### config.mk
export PLATFORM = sky130hd
export DESIGN_NAME = tpct_seq
export DESIGN_NICKNAME = d
export VERILOG_FILES = /design/src/hw/rtl/tpct_pkg.sv /design/src/hw/rtl/tpct_seq.sv
export SDC_FILE = /design/constraint.sdc
export NUM_CORES = 1
export LEC_CHECK = 0
export BUFFER_PORTS_ARGS = -buffer_cell sky130_fd_sc_hd__buf_2
export CELL_PAD_IN_SITES_DETAIL_PLACEMENT = 2
export CELL_PAD_IN_SITES_GLOBAL_PLACEMENT = 2
export CORE_ASPECT_RATIO = 0.6
export CORE_MARGIN = 4
export CORE_UTILIZATION = 20
export CTS_CLUSTER_DIAMETER = 30
export DETAILED_ROUTE_END_ITERATION = 12
export MAX_ROUTING_LAYER = met4
export PLACE_DENSITY = 0.69
export REMOVE_ABC_BUFFERS = 1
export SKIP_LAST_GASP = 1
export SYNTH_ARGS = -nofsm -noshare
export SYNTH_HDL_FRONTEND = slang
export SYNTH_SLANG_ARGS = --single-unit
### constraint.sdc
create_clock -name clk -period 1.5 [get_ports clk]
set_input_delay 0.3 -clock clk [delete_from_list [all_inputs] [get_ports clk]]
set_output_delay 0.3 -clock clk [all_outputs]
set_load 0.03 [all_outputs]
### src/hw/rtl/tpct_pkg.sv
// Shared types, constants and the control program of the triple product tensor block.
// Used by tpct_store, tpct_seq, tpct_dp and the top level; depends on nothing else.

package tpct_pkg;

	// Default sizes, handed to the top level parameters
	localparam int unsigned MAX_POINTS_DEF = 256;
	localparam int unsigned MAX_RANK_DEF   = 4;

	// Fixed field widths
	localparam int unsigned ELEM_W    = 16;
	localparam int unsigned WEIGHT_W  = 16;
	localparam int unsigned COEF_W    = 55;
	localparam int unsigned IDX_W     = 2;
	localparam int unsigned PTS_W     = 9;
	localparam int unsigned COLS_W    = 3;
	localparam int unsigned CFG_IDX_W = 3;
	localparam int unsigned CFG_DAT_W = 16;
	localparam int unsigned CHUNK_W   = 16;

	// Item request codes
	typedef enum logic [1:0] {
		REQ_FIRST   = 2'd0,
		REQ_SECOND  = 2'd1,
		REQ_THIRD   = 2'd2,
		REQ_COMPUTE = 2'd3
	} req_t;

	// Configuration register indexes
	localparam logic [CFG_IDX_W-1:0] CFG_POINTS      = 3'd0;
	localparam logic [CFG_IDX_W-1:0] CFG_COLS_FIRST  = 3'd1;
	localparam logic [CFG_IDX_W-1:0] CFG_COLS_SECOND = 3'd2;
	localparam logic [CFG_IDX_W-1:0] CFG_COLS_THIRD  = 3'd3;
	localparam logic [CFG_IDX_W-1:0] CFG_WEIGHT      = 3'd4;

	// Program steps
	localparam int unsigned STEP_W = 4;
	typedef logic [STEP_W-1:0] step_t;
	localparam step_t STEP_IDLE  = 4'd0;
	localparam step_t STEP_CLR   = 4'd1;
	localparam step_t STEP_PTS   = 4'd2;
	localparam step_t STEP_DRAIN = 4'd3;
	localparam step_t STEP_SINIT = 4'd4;
	localparam step_t STEP_SMUL  = 4'd5;
	localparam step_t STEP_SADD  = 4'd6;
	localparam step_t STEP_EMIT  = 4'd7;
	localparam step_t STEP_ADV   = 4'd8;

	// Branch conditions
	typedef enum logic [2:0] {
		COND_ALWAYS = 3'd0,
		COND_START  = 3'd1,
		COND_PMORE  = 3'd2,
		COND_PBUSY  = 3'd3,
		COND_CMORE  = 3'd4,
		COND_OBUSY  = 3'd5,
		COND_LAST   = 3'd6
	} cond_t;

	// One control word
	typedef struct packed {
		cond_t cond;
		step_t nxt_t;
		step_t nxt_f;
		logic  in_rdy;
		logic  idx_clr;
		logic  acc_clr;
		logic  issue;
		logic  sc_init;
		logic  sc_mul;
		logic  sc_add;
		logic  emit;
		logic  adv;
	} ctrl_t;

	// Datapath status seen by the sequencer
	typedef struct packed {
		logic start;
		logic p_more;
		logic p_busy;
		logic c_more;
		logic o_busy;
		logic last;
	} stat_t;

	// Control program ROM
	function automatic ctrl_t ucode(input step_t s);
		ctrl_t w;
		w = '0;
		w.cond  = COND_ALWAYS;
		w.nxt_t = STEP_IDLE;
		w.nxt_f = STEP_IDLE;
		case (s)
			STEP_IDLE: begin
				w.in_rdy  = 1'b1;
				w.idx_clr = 1'b1;
				w.cond    = COND_START;
				w.nxt_t   = STEP_CLR;
				w.nxt_f   = STEP_IDLE;
			end
			STEP_CLR: begin
				w.acc_clr = 1'b1;
				w.nxt_t   = STEP_PTS;
			end
			STEP_PTS: begin
				w.issue = 1'b1;
				w.cond  = COND_PMORE;
				w.nxt_t = STEP_PTS;
				w.nxt_f = STEP_DRAIN;
			end
			STEP_DRAIN: begin
				w.cond  = COND_PBUSY;
				w.nxt_t = STEP_DRAIN;
				w.nxt_f = STEP_SINIT;
			end
			STEP_SINIT: begin
				w.sc_init = 1'b1;
				w.nxt_t   = STEP_SMUL;
			end
			STEP_SMUL: begin
				w.sc_mul = 1'b1;
				w.nxt_t  = STEP_SADD;
			end
			STEP_SADD: begin
				w.sc_add = 1'b1;
				w.cond   = COND_CMORE;
				w.nxt_t  = STEP_SMUL;
				w.nxt_f  = STEP_EMIT;
			end
			STEP_EMIT: begin
				w.emit  = 1'b1;
				w.cond  = COND_OBUSY;
				w.nxt_t = STEP_EMIT;
				w.nxt_f = STEP_ADV;
			end
			STEP_ADV: begin
				w.adv   = 1'b1;
				w.cond  = COND_LAST;
				w.nxt_t = STEP_IDLE;
				w.nxt_f = STEP_CLR;
			end
			default: begin
				w.nxt_t = STEP_IDLE;
			end
		endcase
		return w;
	endfunction

endpackage

### src/hw/rtl/tpct_seq.sv
// Microcode sequencer: step counter, program ROM lookup and branch logic.
// Depends on tpct_pkg for the control word, status struct and program.

module tpct_seq (
	input  logic            clk,
	input  logic            arst_n,
	input  tpct_pkg::stat_t stat,
	output tpct_pkg::ctrl_t ctrl
);

	tpct_pkg::step_t step_q;
	tpct_pkg::step_t step_d;
	logic            hit;

	// current control word
	assign ctrl = tpct_pkg::ucode(step_q);

	// branch condition select
	always_comb begin
		case (ctrl.cond)
			tpct_pkg::COND_ALWAYS: hit = 1'b1;
			tpct_pkg::COND_START:  hit = stat.start;
			tpct_pkg::COND_PMORE:  hit = stat.p_more;
			tpct_pkg::COND_PBUSY:  hit = stat.p_busy;
			tpct_pkg::COND_CMORE:  hit = stat.c_more;
			tpct_pkg::COND_OBUSY:  hit = stat.o_busy;
			tpct_pkg::COND_LAST:   hit = stat.last;
			default:               hit = 1'b1;
		endcase
		step_d = hit ? ctrl.nxt_t : ctrl.nxt_f;
	end

	// step counter
	always_ff @(posedge clk or negedge arst_n) begin
		if (!arst_n) begin
			step_q <= tpct_pkg::STEP_IDLE;
		end else begin
			step_q <= step_d;
		end
	end

endmodule

After elaboration in Yosys (flattened, before gate mapping)
Cells that the tools add are included.
W data, S select, Z words.
- $add $sub $neg: 0
- $mul: 0
- div/mod/pow operators: 0
- magnitude comparators: 0
- equality and inequality tests: 14
- shift-type cells: 0
- muxes and demuxes: 13
- bitwise logic cells: 0
- reductions and logical operators: 3
- operators with widths (kind ; count):
    $pmux W3 S6 ; 2
    $pmux W4 S5 ; 1
    $eq A4 B3 Y1 const B ; 4
    $eq A3 B3 Y1 const B ; 3
    $eq A4 B2 Y1 const B ; 2
    $mux W1 ; 7
    $eq A3 B2 Y1 const B ; 2
    $pmux W1 S6 ; 1
    $eq A4 B1 Y1 const B ; 1
    $eq A4 B4 Y1 const B ; 1
    $logic_not A4 Y1 ; 1
    $mux W4 ; 1
    $reduce_or A2 Y1 ; 2
    $eq A3 B1 Y1 const B ; 1
    $mux W2 ; 1
- register bits: 4
- bits in latches: 0
- RAM bits: 0
- memory bits (read-only): 0
- input port bits: 8
- output and inout port bits: 20
- word-level logic and storage cells: 31
- memories: 0

Logic depth before layout (Yosys ltp)
- depth after elaboration: 5
- mapped depth: 5
- gate-level depth less buffers: 4

Worst setup path before layout
No wires, ideal clock.
- path type: flip-flop to output port
- start point: register step_q[3]
- end point: output port ctrl[8] (netlist bit)
- arrival time: 1843 ps
- data required time: 1200 ps
- path slack: -643 ps
- cell stages (with the launch flop): 5
- path buffers: 2
- cells stage by stage: dfrtp_1 buf_2 or2_1 nor3_1 buf_4
- RTL lines (what ; line ; RTL):
    start, declared ; tpct_seq.sv:11 ; tpct_pkg::step_t step_q;
    start signal, assigned ; tpct_seq.sv:36 ; step_q <= tpct_pkg::STEP_IDLE;
    start signal, assigned ; tpct_seq.sv:38 ; step_q <= step_d;
    end, declared ; tpct_seq.sv:8 ; output tpct_pkg::ctrl_t ctrl

==> impl_metrics.yaml <==
cts:
  cts-htree-levels: 1
  cts.sinks: 4
  root_buffer: "clkbuf_8"
  insertion_delay_ns: 0.22
  cts_tree: "yes"
  path_clk_slew_ns: 0.03
  cts_buffers: 3
  cts_buffer_depth: 2
cells_and_area:
  reg_top3: "step_q: 4 flops"
  largest-register: "step_q"
  n_antenna_cell: 0
  syn_to_final_growth_pct: 118
  n_fill_cell: 238
  drive_gt1_share_pct: 81.1
  fin_cells: 141
  nets: 121
  largest_register_ffs: 4
  fin_util_pct: 48.1
power:
  power.density_mw_per_mm2: 2910
  power_w: 0.00319
  vdd.ir_drop.worst_mv: 0.911
  p_leak_nw: 0.542
global_route:
  grt_remaining_overflow: 0
  grt_max_degree: 13
  track_usage_pct: 17.5
  antenna_found_initial: 0
  grt_pass1_wl_mm: 4.11
  grt_pass1_vias: 731
floorplanning:
  die_w_um: 72.7
  rows: 13
  dieArea_mm2: 0.00341
  core-area_mm2: 0.00228
  io-pin-count: 28
  die_h_um: 46.8
  initial_core_util_pct: 22.1
timing:
  fin_hold_ws_ns: 0.433
  min_period_ns: 1.74
  setup-violations-final: 22
  hold_viol_final: 0
  clock-skew-final_ns: 0.00277
  rsz0062_at_grt: "true"
  slew_violations: 0
  fin_tns_setup_ns: -3.59
  period_share_pct: 116
  fmax_mhz: 576
  fin_ws_ns: -0.236
setup_path:
  crit_start: "step_q[1]"
  reg2reg_depth: 6
  rrSetupSlack_ns: -0.24
  end_kind: "output port"
  crit_type: "reg2out"
  cp.arrival_ns: 1.44
  crit_path_max_fanout: 12
  reg2reg_from: "step_q[1]"
  worstReg2RegEnd: "step_q[1]"
  cp-start-kind: "flip-flop"
  critPathRequiredTime_ns: 1.20
hold_path:
  min_path_type: "in2async"
drt:
  postRouteAntennaNets: 0
  drt_wl_total_mm: 2.83
  vias: 631
  drtIter0Drc: 30
  wl_per_cell_um: 20.1
  drc_errors: 0
  dr.pass1.iters: 5
  viasPerCell: 4.48
placed_design:
  dp_cells: 122
  port-buffer-count: 26
  place_hpwl_mm: 1.41
  gp_congestion: 0.755
flow_run:
  cap_viol_max_count: 0
logic_synthesis:
  yosysSeqAreaShare_pct: 19.9
  ys_ff_latch: 4
  ys_warn_count: 0
  syn_inst: 57
  avgSynthCellArea_um2: 8.82
  synthDistinctLibCells: 28
  syn_area_um2: 503
outcome:
  status: "finished with violations"
  violations: "negative setup slack"
how the worst max path moves through the flow:
stage	endpoint	cells after the start
3_5_place_dp	step_q[2]	4
4_1_cts	step_q[2]	6
3_3_place_gp	step_q[2]	4
5_1_grt	ctrl[9]	5
6_report	ctrl[9]	5
2_1_floorplan	ctrl[7]	2
cell usage in the layout, fill, tap and decap left out, types with 2 or more instances in the layout:
cell type and n:
buf_2 8, a21oi_2 5, nor2_2 6, buf_4 29
nand2b_1 4, clkbuf_8 3, nor3_2 2, mux2_4 3
dfrtp_2 4, buf_6 19, nor2_1 4
what timing repair did:
item                                   in CTS  in global routing
endpoints found under the hold margin       4                  0
setup endpoints to repair                  22                 23
resized for setup                          48                 16
hold buffers                                1                  0
pin swaps                                   5                  4
cloned                                      0                  0
setup buffers                               9                  7
area by class of cell:
cell class | count | area (um2) | area share (%)
Multi-Input combinational cell | 45 | 420 | 38.4
Tap cell | 30 | 37.5 | 3.42
Timing Repair Buffer | 57 | 482 | 43.9
Inverter | 2 | 10.0 | 0.913
Sequential cell | 4 | 105 | 9.59
Clock buffer | 3 | 41.3 | 3.77
worst max-delay path: stages (launching register included):
cell and delay (ns):
dfrtp_2 0.42, buf_6 0.20, buf_4 0.14, nand2b_1 0.10
a21oi_2 0.17, buf_4 0.18
report_power, final:
group	switching [W]	internal (W)
Sequential	0.000108	0.000164
Combinational	0.00141	0.00128
Clock	0.0000588	0.000171
Total	0.00158	0.00162
synthesized netlist by cell type:
cell      number  area, um2
buf_6          1       11.3
dfrtp_1        4        100
nor2b_1        1       6.26
and2b_1        1       7.51
xnor2_1        1       8.76
o221ai_4       1       26.3
nand3b_1       1       7.51
a21oi_2        1       8.76
or2_1          1       6.26
a22oi_4        1       21.3
o21ai_0        1       5.00
nor4b_4        1       23.8
nor2_1        11       41.3
conb_1         1       3.75
a21o_1         1       7.51
o211a_1        1       10.0
mux2_4         3       45.0
and2_1         1       6.26
a21oi_1        5       25.0
o21a_4         1       15.0
buf_4          3       22.5
nor3_1         3       15.0
inv_1          2       7.51
and4b_4        1       13.8
and3_1         1       6.26
buf_2          2       10.0
nand2b_1       5       31.3
and4b_1        1       10.0
cell families (layout without fill, tap and decap cells):
kind of cell | Yosys count | count (layout) | synth area share, %
other | 1 | 1 | 0.746
muxes | 3 | 3 | 8.95
buffers and inverters | 8 | 62 | 10.2
xor gates and xnor gates | 1 | 1 | 1.74
DFF | 4 | 4 | 19.9
and+or+nand+nor | 28 | 28 | 34.8
AOI/OAI and AO/OA | 12 | 12 | 23.6
metal layers:
layer	track usage [%]	vias up	share of wire [%]
met2	35.3	17	55
li1	-	300	-
met5	-	-	0
met4	4.41	0	2.0
met1	17.6	310	40
met3	3.85	4	3.1
metrics by stage:
step / worst slack, ns / area [um2]
final: -0.236 / 1100
after detailed placement: -0.133 / 739
after floorplan: -0.847 / 459
after global placement: -0.108 / 739
after global routing: -0.294 / 1100
after CTS: -0.169 / 997
Power figures use the tool's default switching activity.
