### src/hw/rtl/tpct_pkg.sv
// Shared types, constants and the control program of the triple product tensor block.
// Used by tpct_store, tpct_seq, tpct_dp and the top level; depends on nothing else.

package tpct_pkg;

	// Default sizes, handed to the top level parameters
	localparam int unsigned MAX_POINTS_DEF = 256;
	localparam int unsigned MAX_RANK_DEF   = 4;

	// Fixed field widths
	localparam int unsigned ELEM_W    = 16;
	localparam int unsigned WEIGHT_W  = 16;
	localparam int unsigned COEF_W    = 55;
	localparam int unsigned IDX_W     = 2;
	localparam int unsigned PTS_W     = 9;
	localparam int unsigned COLS_W    = 3;
	localparam int unsigned CFG_IDX_W = 3;
	localparam int unsigned CFG_DAT_W = 16;
	localparam int unsigned CHUNK_W   = 16;

	// Item request codes
	typedef enum logic [1:0] {
		REQ_FIRST   = 2'd0,
		REQ_SECOND  = 2'd1,
		REQ_THIRD   = 2'd2,
		REQ_COMPUTE = 2'd3
	} req_t;

	// Configuration register indexes
	localparam logic [CFG_IDX_W-1:0] CFG_POINTS      = 3'd0;
	localparam logic [CFG_IDX_W-1:0] CFG_COLS_FIRST  = 3'd1;
	localparam logic [CFG_IDX_W-1:0] CFG_COLS_SECOND = 3'd2;
	localparam logic [CFG_IDX_W-1:0] CFG_COLS_THIRD  = 3'd3;
	localparam logic [CFG_IDX_W-1:0] CFG_WEIGHT      = 3'd4;

	// Program steps
	localparam int unsigned STEP_W = 4;
	typedef logic [STEP_W-1:0] step_t;
	localparam step_t STEP_IDLE  = 4'd0;
	localparam step_t STEP_CLR   = 4'd1;
	localparam step_t STEP_PTS   = 4'd2;
	localparam step_t STEP_DRAIN = 4'd3;
	localparam step_t STEP_SINIT = 4'd4;
	localparam step_t STEP_SMUL  = 4'd5;
	localparam step_t STEP_SADD  = 4'd6;
	localparam step_t STEP_EMIT  = 4'd7;
	localparam step_t STEP_ADV   = 4'd8;

	// Branch conditions
	typedef enum logic [2:0] {
		COND_ALWAYS = 3'd0,
		COND_START  = 3'd1,
		COND_PMORE  = 3'd2,
		COND_PBUSY  = 3'd3,
		COND_CMORE  = 3'd4,
		COND_OBUSY  = 3'd5,
		COND_LAST   = 3'd6
	} cond_t;

	// One control word
	typedef struct packed {
		cond_t cond;
		step_t nxt_t;
		step_t nxt_f;
		logic  in_rdy;
		logic  idx_clr;
		logic  acc_clr;
		logic  issue;
		logic  sc_init;
		logic  sc_mul;
		logic  sc_add;
		logic  emit;
		logic  adv;
	} ctrl_t;

	// Datapath status seen by the sequencer
	typedef struct packed {
		logic start;
		logic p_more;
		logic p_busy;
		logic c_more;
		logic o_busy;
		logic last;
	} stat_t;

	// Control program ROM
	function automatic ctrl_t ucode(input step_t s);
		ctrl_t w;
		w = '0;
		w.cond  = COND_ALWAYS;
		w.nxt_t = STEP_IDLE;
		w.nxt_f = STEP_IDLE;
		case (s)
			STEP_IDLE: begin
				w.in_rdy  = 1'b1;
				w.idx_clr = 1'b1;
				w.cond    = COND_START;
				w.nxt_t   = STEP_CLR;
				w.nxt_f   = STEP_IDLE;
			end
			STEP_CLR: begin
				w.acc_clr = 1'b1;
				w.nxt_t   = STEP_PTS;
			end
			STEP_PTS: begin
				w.issue = 1'b1;
				w.cond  = COND_PMORE;
				w.nxt_t = STEP_PTS;
				w.nxt_f = STEP_DRAIN;
			end
			STEP_DRAIN: begin
				w.cond  = COND_PBUSY;
				w.nxt_t = STEP_DRAIN;
				w.nxt_f = STEP_SINIT;
			end
			STEP_SINIT: begin
				w.sc_init = 1'b1;
				w.nxt_t   = STEP_SMUL;
			end
			STEP_SMUL: begin
				w.sc_mul = 1'b1;
				w.nxt_t  = STEP_SADD;
			end
			STEP_SADD: begin
				w.sc_add = 1'b1;
				w.cond   = COND_CMORE;
				w.nxt_t  = STEP_SMUL;
				w.nxt_f  = STEP_EMIT;
			end
			STEP_EMIT: begin
				w.emit  = 1'b1;
				w.cond  = COND_OBUSY;
				w.nxt_t = STEP_EMIT;
				w.nxt_f = STEP_ADV;
			end
			STEP_ADV: begin
				w.adv   = 1'b1;
				w.cond  = COND_LAST;
				w.nxt_t = STEP_IDLE;
				w.nxt_f = STEP_CLR;
			end
			default: begin
				w.nxt_t = STEP_IDLE;
			end
		endcase
		return w;
	endfunction

endpackage

### src/hw/rtl/tpct_dp.sv
// Datapath: point and index counters, store addressing, triple product MAC pipeline,
// chunked weight scaler and the result register. Depends on tpct_pkg.

module tpct_dp #(
	parameter int unsigned MAX_POINTS = tpct_pkg::MAX_POINTS_DEF,
	parameter int unsigned MAX_RANK   = tpct_pkg::MAX_RANK_DEF,
	localparam int unsigned PW = $clog2(MAX_POINTS),
	localparam int unsigned RW = (MAX_RANK > 1) ? $clog2(MAX_RANK) : 1,
	localparam int unsigned AW = $clog2(MAX_POINTS * MAX_RANK)
) (
	input  logic                                 clk,
	input  logic                                 arst_n,
	input  tpct_pkg::ctrl_t                      ctrl,
	input  logic                                 start,
	input  logic [PW-1:0]                        last_p,
	input  logic [RW-1:0]                        ni_m1,
	input  logic [RW-1:0]                        nj_m1,
	input  logic [RW-1:0]                        nk_m1,
	input  logic [tpct_pkg::WEIGHT_W-1:0]        weight,
	input  logic [tpct_pkg::ELEM_W-1:0]          rd_first,
	input  logic [tpct_pkg::ELEM_W-1:0]          rd_second,
	input  logic [tpct_pkg::ELEM_W-1:0]          rd_third,
	output logic [AW-1:0]                        raddr_first,
	output logic [AW-1:0]                        raddr_second,
	output logic [AW-1:0]                        raddr_third,
	output tpct_pkg::stat_t                      stat,
	output logic                                 coef_valid,
	input  logic                                 coef_stall,
	output logic [tpct_pkg::IDX_W-1:0]           index_i,
	output logic [tpct_pkg::IDX_W-1:0]           index_j,
	output logic [tpct_pkg::IDX_W-1:0]           index_k,
	output logic signed [tpct_pkg::COEF_W-1:0]   coefficient,
	output logic                                 last
);

	localparam int unsigned AB_W      = 2 * tpct_pkg::ELEM_W;
	localparam int unsigned TRI_W     = 3 * tpct_pkg::ELEM_W;
	localparam int unsigned ACC_W     = TRI_W + $clog2(MAX_POINTS);
	localparam int unsigned CHUNKS    = (ACC_W + tpct_pkg::CHUNK_W - 1) / tpct_pkg::CHUNK_W;
	localparam int unsigned CW        = (CHUNKS > 1) ? $clog2(CHUNKS) : 1;
	localparam int unsigned PP_W      = 2 * (tpct_pkg::CHUNK_W + 1);
	localparam int unsigned PROD_W    = CHUNKS * tpct_pkg::CHUNK_W + tpct_pkg::WEIGHT_W;
	localparam int unsigned OUT_TOP   = tpct_pkg::COEF_W + tpct_pkg::WEIGHT_W;
	localparam int unsigned SCALE_W   = (PROD_W > OUT_TOP) ? PROD_W : OUT_TOP;
	localparam int unsigned ROUND_BIT = tpct_pkg::WEIGHT_W - 1;

	// counters
	logic [PW-1:0] p_q;
	logic [RW-1:0] i_q;
	logic [RW-1:0] j_q;
	logic [RW-1:0] k_q;

	// MAC pipeline
	logic                        v_s1;
	logic                        v_s2;
	logic                        v_s3;
	logic signed [AB_W-1:0]      ab_s2;
	logic signed [tpct_pkg::ELEM_W-1:0] c_s2;
	logic signed [TRI_W-1:0]     tri_s3;
	logic signed [ACC_W-1:0]     acc_q;

	// scaler
	logic [CHUNKS-1:0][tpct_pkg::CHUNK_W-1:0] acc_chunks;
	logic [tpct_pkg::CHUNK_W-1:0] chunk;
	logic                         chunk_top;
	logic signed [tpct_pkg::CHUNK_W:0] chunk_op;
	logic [CW-1:0]                cidx_q;
	logic signed [PP_W-1:0]       pp_q;
	logic signed [SCALE_W-1:0]    sacc_q;
	logic signed [SCALE_W-1:0]    rnd;

	// result register
	logic                         coef_valid_q;
	logic                         o_busy;
	logic                         is_last;
	logic                         load_out;

	// point counter
	always_ff @(posedge clk or negedge arst_n) begin
		if (!arst_n) begin
			p_q <= '0;
		end else if (ctrl.acc_clr) begin
			p_q <= '0;
		end else if (ctrl.issue) begin
			p_q <= p_q + 1'b1;
		end
	end

	// coefficient index counters, i innermost
	always_ff @(posedge clk or negedge arst_n) begin
		if (!arst_n) begin
			i_q <= '0;
			j_q <= '0;
			k_q <= '0;
		end else if (ctrl.idx_clr) begin
			i_q <= '0;
			j_q <= '0;
			k_q <= '0;
		end else if (ctrl.adv) begin
			if (i_q == ni_m1) begin
				i_q <= '0;
				if (j_q == nj_m1) begin
					j_q <= '0;
					k_q <= (k_q == nk_m1) ? '0 : k_q + 1'b1;
				end else begin
					j_q <= j_q + 1'b1;
				end
			end else begin
				i_q <= i_q + 1'b1;
			end
		end
	end

	assign is_last = (i_q == ni_m1) && (j_q == nj_m1) && (k_q == nk_m1);

	// store addresses: row-major, MAX_RANK entries per point
	assign raddr_first  = AW'(AW'(p_q) * AW'(MAX_RANK) + AW'(i_q));
	assign raddr_second = AW'(AW'(p_q) * AW'(MAX_RANK) + AW'(j_q));
	assign raddr_third  = AW'(AW'(p_q) * AW'(MAX_RANK) + AW'(k_q));

	// pipeline valids; stage 1 is the store read register
	always_ff @(posedge clk or negedge arst_n) begin
		if (!arst_n) begin
			v_s1 <= 1'b0;
			v_s2 <= 1'b0;
			v_s3 <= 1'b0;
		end else begin
			v_s1 <= ctrl.issue;
			v_s2 <= v_s1;
			v_s3 <= v_s2;
		end
	end

	// first product, then times the third element
	always_ff @(posedge clk) begin
		ab_s2  <= $signed(rd_first) * $signed(rd_second);
		c_s2   <= $signed(rd_third);
		tri_s3 <= TRI_W'(ab_s2 * c_s2);
	end

	// exact sum of triple products
	always_ff @(posedge clk) begin
		if (ctrl.acc_clr) begin
			acc_q <= '0;
		end else if (v_s3) begin
			acc_q <= acc_q + ACC_W'(tri_s3);
		end
	end

	// sum times weight, 16-bit chunk per pass, top chunk signed
	assign acc_chunks = (CHUNKS * tpct_pkg::CHUNK_W)'(acc_q);
	assign chunk      = acc_chunks[cidx_q];
	assign chunk_top  = (cidx_q == CW'(CHUNKS - 1));
	assign chunk_op   = $signed({chunk_top & chunk[tpct_pkg::CHUNK_W-1], chunk});

	always_ff @(posedge clk or negedge arst_n) begin
		if (!arst_n) begin
			cidx_q <= '0;
		end else if (ctrl.sc_init) begin
			cidx_q <= CW'(CHUNKS - 1);
		end else if (ctrl.sc_add) begin
			cidx_q <= cidx_q - 1'b1;
		end
	end

	always_ff @(posedge clk) begin
		if (ctrl.sc_mul) begin
			pp_q <= chunk_op * $signed({1'b0, weight});
		end
		if (ctrl.sc_init) begin
			sacc_q <= '0;
		end else if (ctrl.sc_add) begin
			sacc_q <= (sacc_q <<< tpct_pkg::CHUNK_W) + SCALE_W'(pp_q);
		end
	end

	// round half up and drop the weight fraction
	assign rnd = sacc_q + $signed(SCALE_W'(1) << ROUND_BIT);

	// result register
	assign o_busy   = coef_valid_q && coef_stall;
	assign load_out = ctrl.emit && !o_busy;

	always_ff @(posedge clk or negedge arst_n) begin
		if (!arst_n) begin
			coef_valid_q <= 1'b0;
		end else if (load_out) begin
			coef_valid_q <= 1'b1;
		end else if (!coef_stall) begin
			coef_valid_q <= 1'b0;
		end
	end

	always_ff @(posedge clk) begin
		if (load_out) begin
			index_i     <= tpct_pkg::IDX_W'(i_q);
			index_j     <= tpct_pkg::IDX_W'(j_q);
			index_k     <= tpct_pkg::IDX_W'(k_q);
			coefficient <= rnd[tpct_pkg::WEIGHT_W +: tpct_pkg::COEF_W];
			last        <= is_last;
		end
	end

	assign coef_valid = coef_valid_q;

	// status to the sequencer
	always_comb begin
		stat        = '0;
		stat.start  = start;
		stat.p_more = (p_q != last_p);
		stat.p_busy = v_s1 || v_s2 || v_s3;
		stat.c_more = (cidx_q != '0);
		stat.o_busy = o_busy;
		stat.last   = is_last;
	end

	// the MAC pipeline is empty whenever a result is formed
	a_emit_drained: assert property (@(posedge clk) disable iff (!arst_n)
		ctrl.emit |-> !(v_s1 || v_s2 || v_s3))
		else $error("result formed with products still in flight");

	// no product is dropped by clearing the sum
	a_clr_no_loss: assert property (@(posedge clk) disable iff (!arst_n)
		ctrl.acc_clr |-> !v_s3)
		else $error("sum cleared while a product arrives");

	// reads never run past the configured point count
	a_issue_bound: assert property (@(posedge clk) disable iff (!arst_n)
		ctrl.issue |-> (p_q <= last_p))
		else $error("point index past the last point");

	// a loaded result carries the last flag of the index it was formed at
	a_last_flag: assert property (@(posedge clk) disable iff (!arst_n)
		load_out |=> (coef_valid_q && (last == $past(is_last))))
		else $error("result register not loaded as expected");

endmodule

### config.mk
export PLATFORM = sky130hd
export DESIGN_NAME = tpct_dp
export DESIGN_NICKNAME = d
export VERILOG_FILES = /design/src/hw/rtl/tpct_pkg.sv /design/src/hw/rtl/tpct_dp.sv
export SDC_FILE = /design/constraint.sdc
export NUM_CORES = 2
export LEC_CHECK = 0
export ABC_AREA = 0
export BUFFER_PORTS_ARGS = -buffer_cell sky130_fd_sc_hd__buf_2
export CAP_MARGIN = 20
export CORE_MARGIN = 4
export CORE_UTILIZATION = 40
export DETAILED_ROUTE_END_ITERATION = 6
export PLACE_DENSITY = 0.59
export SLEW_MARGIN = 40
export SYNTH_ARGS = -nofsm -noshare
export SYNTH_HDL_FRONTEND = slang
export SYNTH_SLANG_ARGS = --single-unit
### constraint.sdc
create_clock -name clk -period 20.5 [get_ports clk]
set_input_delay 3.075 -clock clk [delete_from_list [all_inputs] [get_ports clk]]
set_output_delay 3.075 -clock clk [all_outputs]
set_load 0.05 [all_outputs]
Word-level counts from Yosys, hierarchy flattened
Index checks and enable logic that the tools add are counted.
{ "totals": {"out_inout_bits": 99, "reg_bits": 339, "inputBits": 102} }
{ "classes": {"reduce_logical": 15, "n_mux": 20, "add_sub_neg": 11, "order_cmp": 1, "n_bitwise": 1, "multipliers": 3, "eq_ne": 6} }
{ "ops": {"columns": ["operator", "count"], "rows": [
  ["adder 71 x 17 -> 71 bit, second input constant", 1],
  ["adder 71 x 34 -> 71 bit", 1],
  ["adder 56 x 48 -> 56 bit", 1],
  ["multiplier 32 x 16 -> 48 bit", 1],
  ["multiplier 17 x 17 -> 34 bit", 1],
  ["binary-select mux 16 bit (select 2 bit)", 1],
  ["multiplier 16 x 16 -> 32 bit", 1],
  ["adder 10 x 2 -> 10 bit", 3],
  ["2-to-1 mux 2 bit", 14],
  ["2-to-1 mux 16 bit", 1],
  ["2-to-1 mux 8 bit", 2],
  ["nonzero test 2 bit", 6],
  ["adder 8 x 1 -> 8 bit, second input constant", 1],
  ["inequality test 8 bit", 1],
  ["adder 2 x 1 -> 2 bit, second input constant", 3],
  ["== test 2 bit", 3],
  ["logical AND 1 bit", 4],
  ["less-than comparator 2 x 3 -> 1 bit, second input constant", 1],
  ["AND reduction 3 bit", 1],
  ["== test 2 bit, second input constant", 1],
  ["logical OR 1 bit", 2],
  ["2-to-1 mux 1 bit", 2],
  ["inequality test 2 x 1 -> 1 bit, second input constant", 1],
  ["AND reduction 2 bit", 1],
  ["other kinds (3)", 3]
]} }

Logic depth before layout (Yosys ltp)
{ "depth": {"ltp_word": 6, "mapped_depth": 27, "depth_no_buf": 25} }

Least setup slack after synthesis
Ideal clock, no wire load.
{ "synth_path": {"path_type": "in2reg", "startpoint": "input weight[8] in the netlist's numbering", "endpoint": "register pp_q[30] (data pin)", "t_required_ps": 20235, "stages": 22, "setup_slack_ps": 11408, "n_path_buf": 2, "arrival_ps": 8827, "setup_time_ps": 265, "cell_sequence": "clkbuf_1 clkbuf_1 nand2_1 fa_1 inv_1 fa_1 fa_1 fa_1 fa_1 inv_1 fa_1 inv_1 ha_1 a21o_1 a21o_1 a21o_1 a21oi_1 a21bo_2 o41ai_1 nand3b_1 a21oi_1 xor2_1"} }
{ "synth_between": {"elab_chain_cells": 1} }
{ "synth_rtl": {"columns": ["element", "line", "text"], "rows": [
  ["start, declared", "tpct_dp.sv:19", "input logic [tpct_pkg::WEIGHT_W-1:0] weight,"],
  ["multiplier 17 x 17 -> 34 bit", "tpct_dp.sv:168", "pp_q <= chunk_op * $signed({1'b0, weight});"],
  ["end signal, assigned", "tpct_dp.sv:168", null],
  ["end, declared", "tpct_dp.sv:68", "logic signed [PP_W-1:0] pp_q;"]
]} }
No other way between the ends.
A chain may end at the register's enable or synchronous reset.

Worst setup path after layout
{ "layout_path": {"startpoint": "input rd_first[8] in the netlist's numbering", "endpoint": "register ab_s2[31]"} }
{ "layout_between": {"elab_chain_cells": 1} }
{ "layout_rtl": {"columns": ["element", "line", "text"], "rows": [
  ["start, declared", "tpct_dp.sv:20", "input logic [tpct_pkg::ELEM_W-1:0] rd_first,"],
  ["multiplier 16 x 16 -> 32 bit", "tpct_dp.sv:136", "ab_s2 <= $signed(rd_first) * $signed(rd_second);"],
  ["end signal, assigned", "tpct_dp.sv:136", null],
  ["end, declared", "tpct_dp.sv:57", "logic signed [AB_W-1:0] ab_s2;"]
]} }
No other way between the ends.

==> flow_summary.json <==
{
  "required_ns": 21.04,
  "setup_tns_ns": 0,
  "max_slew.worst_pin.slew_ns": 0.855,
  "holdBufCountCts": 0,
  "synth-seq-cells": 339,
  "num-fill-cells": 13800,
  "synth_cell_types": 81,
  "die_h_um": 382,
  "cp-start-kind": "input pin",
  "nets": 7713,
  "max-clock-path-buffers": 3,
  "dieArea_um2": 146000,
  "cp_max_fo": 16,
  "slowest_stage": "fa_1",
  "wl_per_cell_um": 17.5,
  "drtAntennaViolNets": 0,
  "crit_arrival_ns": 9.74,
  "fin_crit_sh": 0.449,
  "synth_area_per_cell_um2": 9.06,
  "overflow": 0,
  "rows": 136,
  "tritoncts_num_sinks": 339,
  "cp_top_family": "adder cells",
  "dieWidth_um": 382,
  "antenna_found_initial": 5,
  "grt_max_degree": 75,
  "place_hpwl_mm": 110,
  "clock-root-buffer": "clkbuf_16",
  "synthFlopType": "dfxtp_1",
  "status": "finished clean",
  "skew_ns": 0.0140,
  "cts_resized": 0,
  "clk_pin_slew_ns": 0.06,
  "synth_top_area_share": 0.369,
  "end_kind": "flop",
  "period_needed_ns": 9.21,
  "cts_buffers": 43,
  "drt_wl_total_mm": 142,
  "start_util": 0.404,
  "first_global_vias": 43700,
  "critPathBufInv": 6,
  "drcViolationCount": 0,
  "vias_per_cell": 5.08,
  "synth_edf_count": 96,
  "place.gp.congestion": 0.877,
  "coreArea_um2": 138000,
  "syn-num-nets": 7691,
  "fmax_mhz": 109,
  "drive_above_1_share": 0.0566,
  "slew_viol_final": 0,
  "maxSlewHeadroom": 0.429,
  "maxCapViolCount": 0,
  "cts_setup_buffers": 0,
  "whs_ns": 0.371,
  "synth_area_um2": 55900,
  "hold_violations": 0,
  "async_reset_ff_frac": 0.0590,
  "crit_type": "input pin to flop",
  "syn_to_final_growth_pct": 7.31,
  "seq_area_frac_synth": 0.140,
  "yosys.area.top_type": "fa_1",
  "cts_tree": "built",
  "ctsHtreeMaxLevel": 2,
  "yosysWarningCount": 0,
  "grt_use_total": 0.198,
  "grt_setup_unrepaired": "no",
  "io_pins": 201,
  "setup_viol": 0,
  "syn_inst": 6164,
  "dr.pass1.iters": 5,
  "portBuffers": 186,
  "hold_path.class": "flop to flop",
  "drtIter0Drc": 2097,
  "grt_first_pass_wirelength_mm": 234,
  "via_count": 41100,
  "worstPathCellList": "buf_2 -> nand2_1 -> fa_1 -> inv_1 -> fa_1 -> inv_1 -> fa_1 -> inv_1 -> fa_1 -> inv_1 -> fa_1 -> fa_1 -> inv_1 -> ha_1 -> a21o_1 -> a21oi_1 -> nor4b_1 -> o31ai_1 -> a21oi_1 -> o2111ai_1 -> a211oi_1 -> o21bai_1 -> a21oi_1 -> xnor2_1",
  "cpPeakStageDelay_ns": 0.55,
  "crit_top_cell": "fa_1",
  "synth_area_leaders": "fa_1 37%, ha_1 8.9%, inv_1 8.6%, dfxtp_1 8.0%, edfxtp_1 5.2%",
  "clock_latency_ns": 0.61
}
==> path summary, 6_finish.rpt <==
check	from	to	slack, ns	cells past startpoint
hold / removal	v_s1$_DFF_PN0_	v_s2$_DFF_PN0_	0.37	0
hold reg to reg	v_s1$_DFF_PN0_	v_s2$_DFF_PN0_	0.37	0
min in group asynchronous	arst_n	p_q[0]$_DFFE_PN0P_	2.44	1
setup / recovery	rd_first[8]	ab_s2[31]$_DFF_P_	11.29	24
setup reg to reg	cidx_q[0]$_DFFE_PN0P_	pp_q[30]$_DFFE_PP_	12.80	23
max in group asynchronous	arst_n	v_s3$_DFF_PN0_	17.68	1
==> Yosys cell counts (7+ instances only) <==
cell type,instances
dfxtp_1,223
nor2b_1,28
fa_1,1029
nand2b_1,33
buf_4,19
mux2i_1,74
mux4_2,16
and2_1,421
or3_1,16
xnor2_1,189
edfxtp_1,96
o21a_1,28
a21oi_1,233
and3_1,38
xor2_1,85
nor3_1,56
and4_1,7
buf_1,13
o21ai_0,120
nand2_1,756
o2111ai_1,9
dfrtp_1,20
o22ai_1,11
clkbuf_1,210
inv_1,1273
a31oi_1,19
nand4_1,43
o21bai_1,41
o211ai_1,23
a211oi_1,23
a21o_1,118
nand3_1,69
nor2_1,289
a21boi_0,9
o31ai_1,16
ha_1,396
==> layout make-up <==
class,count,area (um^2),share of cell area
multi-input cells,4305,42300,0.705
flip-flops and latches,339,7890,0.132
inverters,1275,4790,0.0798
well taps,1863,2330,0.0389
repair buffers,222,1220,0.0203
clock buffers,56,1180,0.0198
clock inverters,23,268,0.00447
diodes,3,7.51,0.000125
==> metal layers <==
| layer | global-route usage | wire, um | share of wire |
|---|---|---|---|
| met4 | 0.0423 | 2860 | 0.020 |
| met1 | 0.265 | 61500 | 0.43 |
| met3 | 0.0226 | 7660 | 0.054 |
| met2 | 0.345 | 69500 | 0.49 |
| met5 | 0 | 0 | 0 |
==> logic make-up (layout without fill, tap and decap cells) <==
group,after synthesis,in the layout,synth area share
flops,339,339,0.140
compound gates,721,721,0.0834
buf+inv,1520,1576,0.103
xor+xnor,274,274,0.0429
mux,94,94,0.0205
simple gates,1791,1791,0.152
fa+ha+maj,1425,1425,0.457
other cells,0,3,0
==> state kept, by name (all words and copies together), names as in the netlist <==
register and cells:
ab_s2 32, acc_q 56, c_s2 16, cidx_q 2, coef_valid 1, coefficient 55, i_q 2, index_i 2
index_j 2, index_k 2, j_q 2, k_q 2, last 1, p_q 8, pp_q 34, sacc_q 71
tri_s3 48, v_s1 1, v_s2 1, v_s3 1
==> placed cells by master (no fill, tap or decap), types with 19 or more instances in the layout <==
cell and n:
inv_1 1273, fa_1 1029, nand2_1 756, and2_1 421
ha_1 396, nor2_1 287, a21oi_1 233, dfxtp_1 207
xnor2_1 189, buf_2 185, o21ai_0 120, a21o_1 118
edfxtp_1 96, xor2_1 85, mux2i_1 74, nand3_1 69
nor3_1 56, nand4_1 43, clkbuf_16 43, o21bai_1 41
and3_1 38, buf_4 36, nand2b_1 33, o21a_1 28
nor2b_1 27, a211oi_1 23, o211ai_1 23, a31oi_1 19
dfrtp_1 19
==> metrics by stage <==
stage / utilization / worst slack [ns] / cell area, um^2 / cells
after detailed placement: 0.423 / 10.72 / 58500 / 8003
final: 0.434 / 11.29 / 60000 / 8086
after floorplan: - / 11.41 / 55900 / 6164
after global routing: 0.434 / 10.93 / 60000 / 8083
after CTS: 0.434 / 11.34 / 59900 / 8082
after global placement: 0.423 / 10.78 / 58400 / 8002
Power is left out: the tool's default activity adds up to more than one toggle a clock period on the data nets, which glitch-free logic cannot reach.
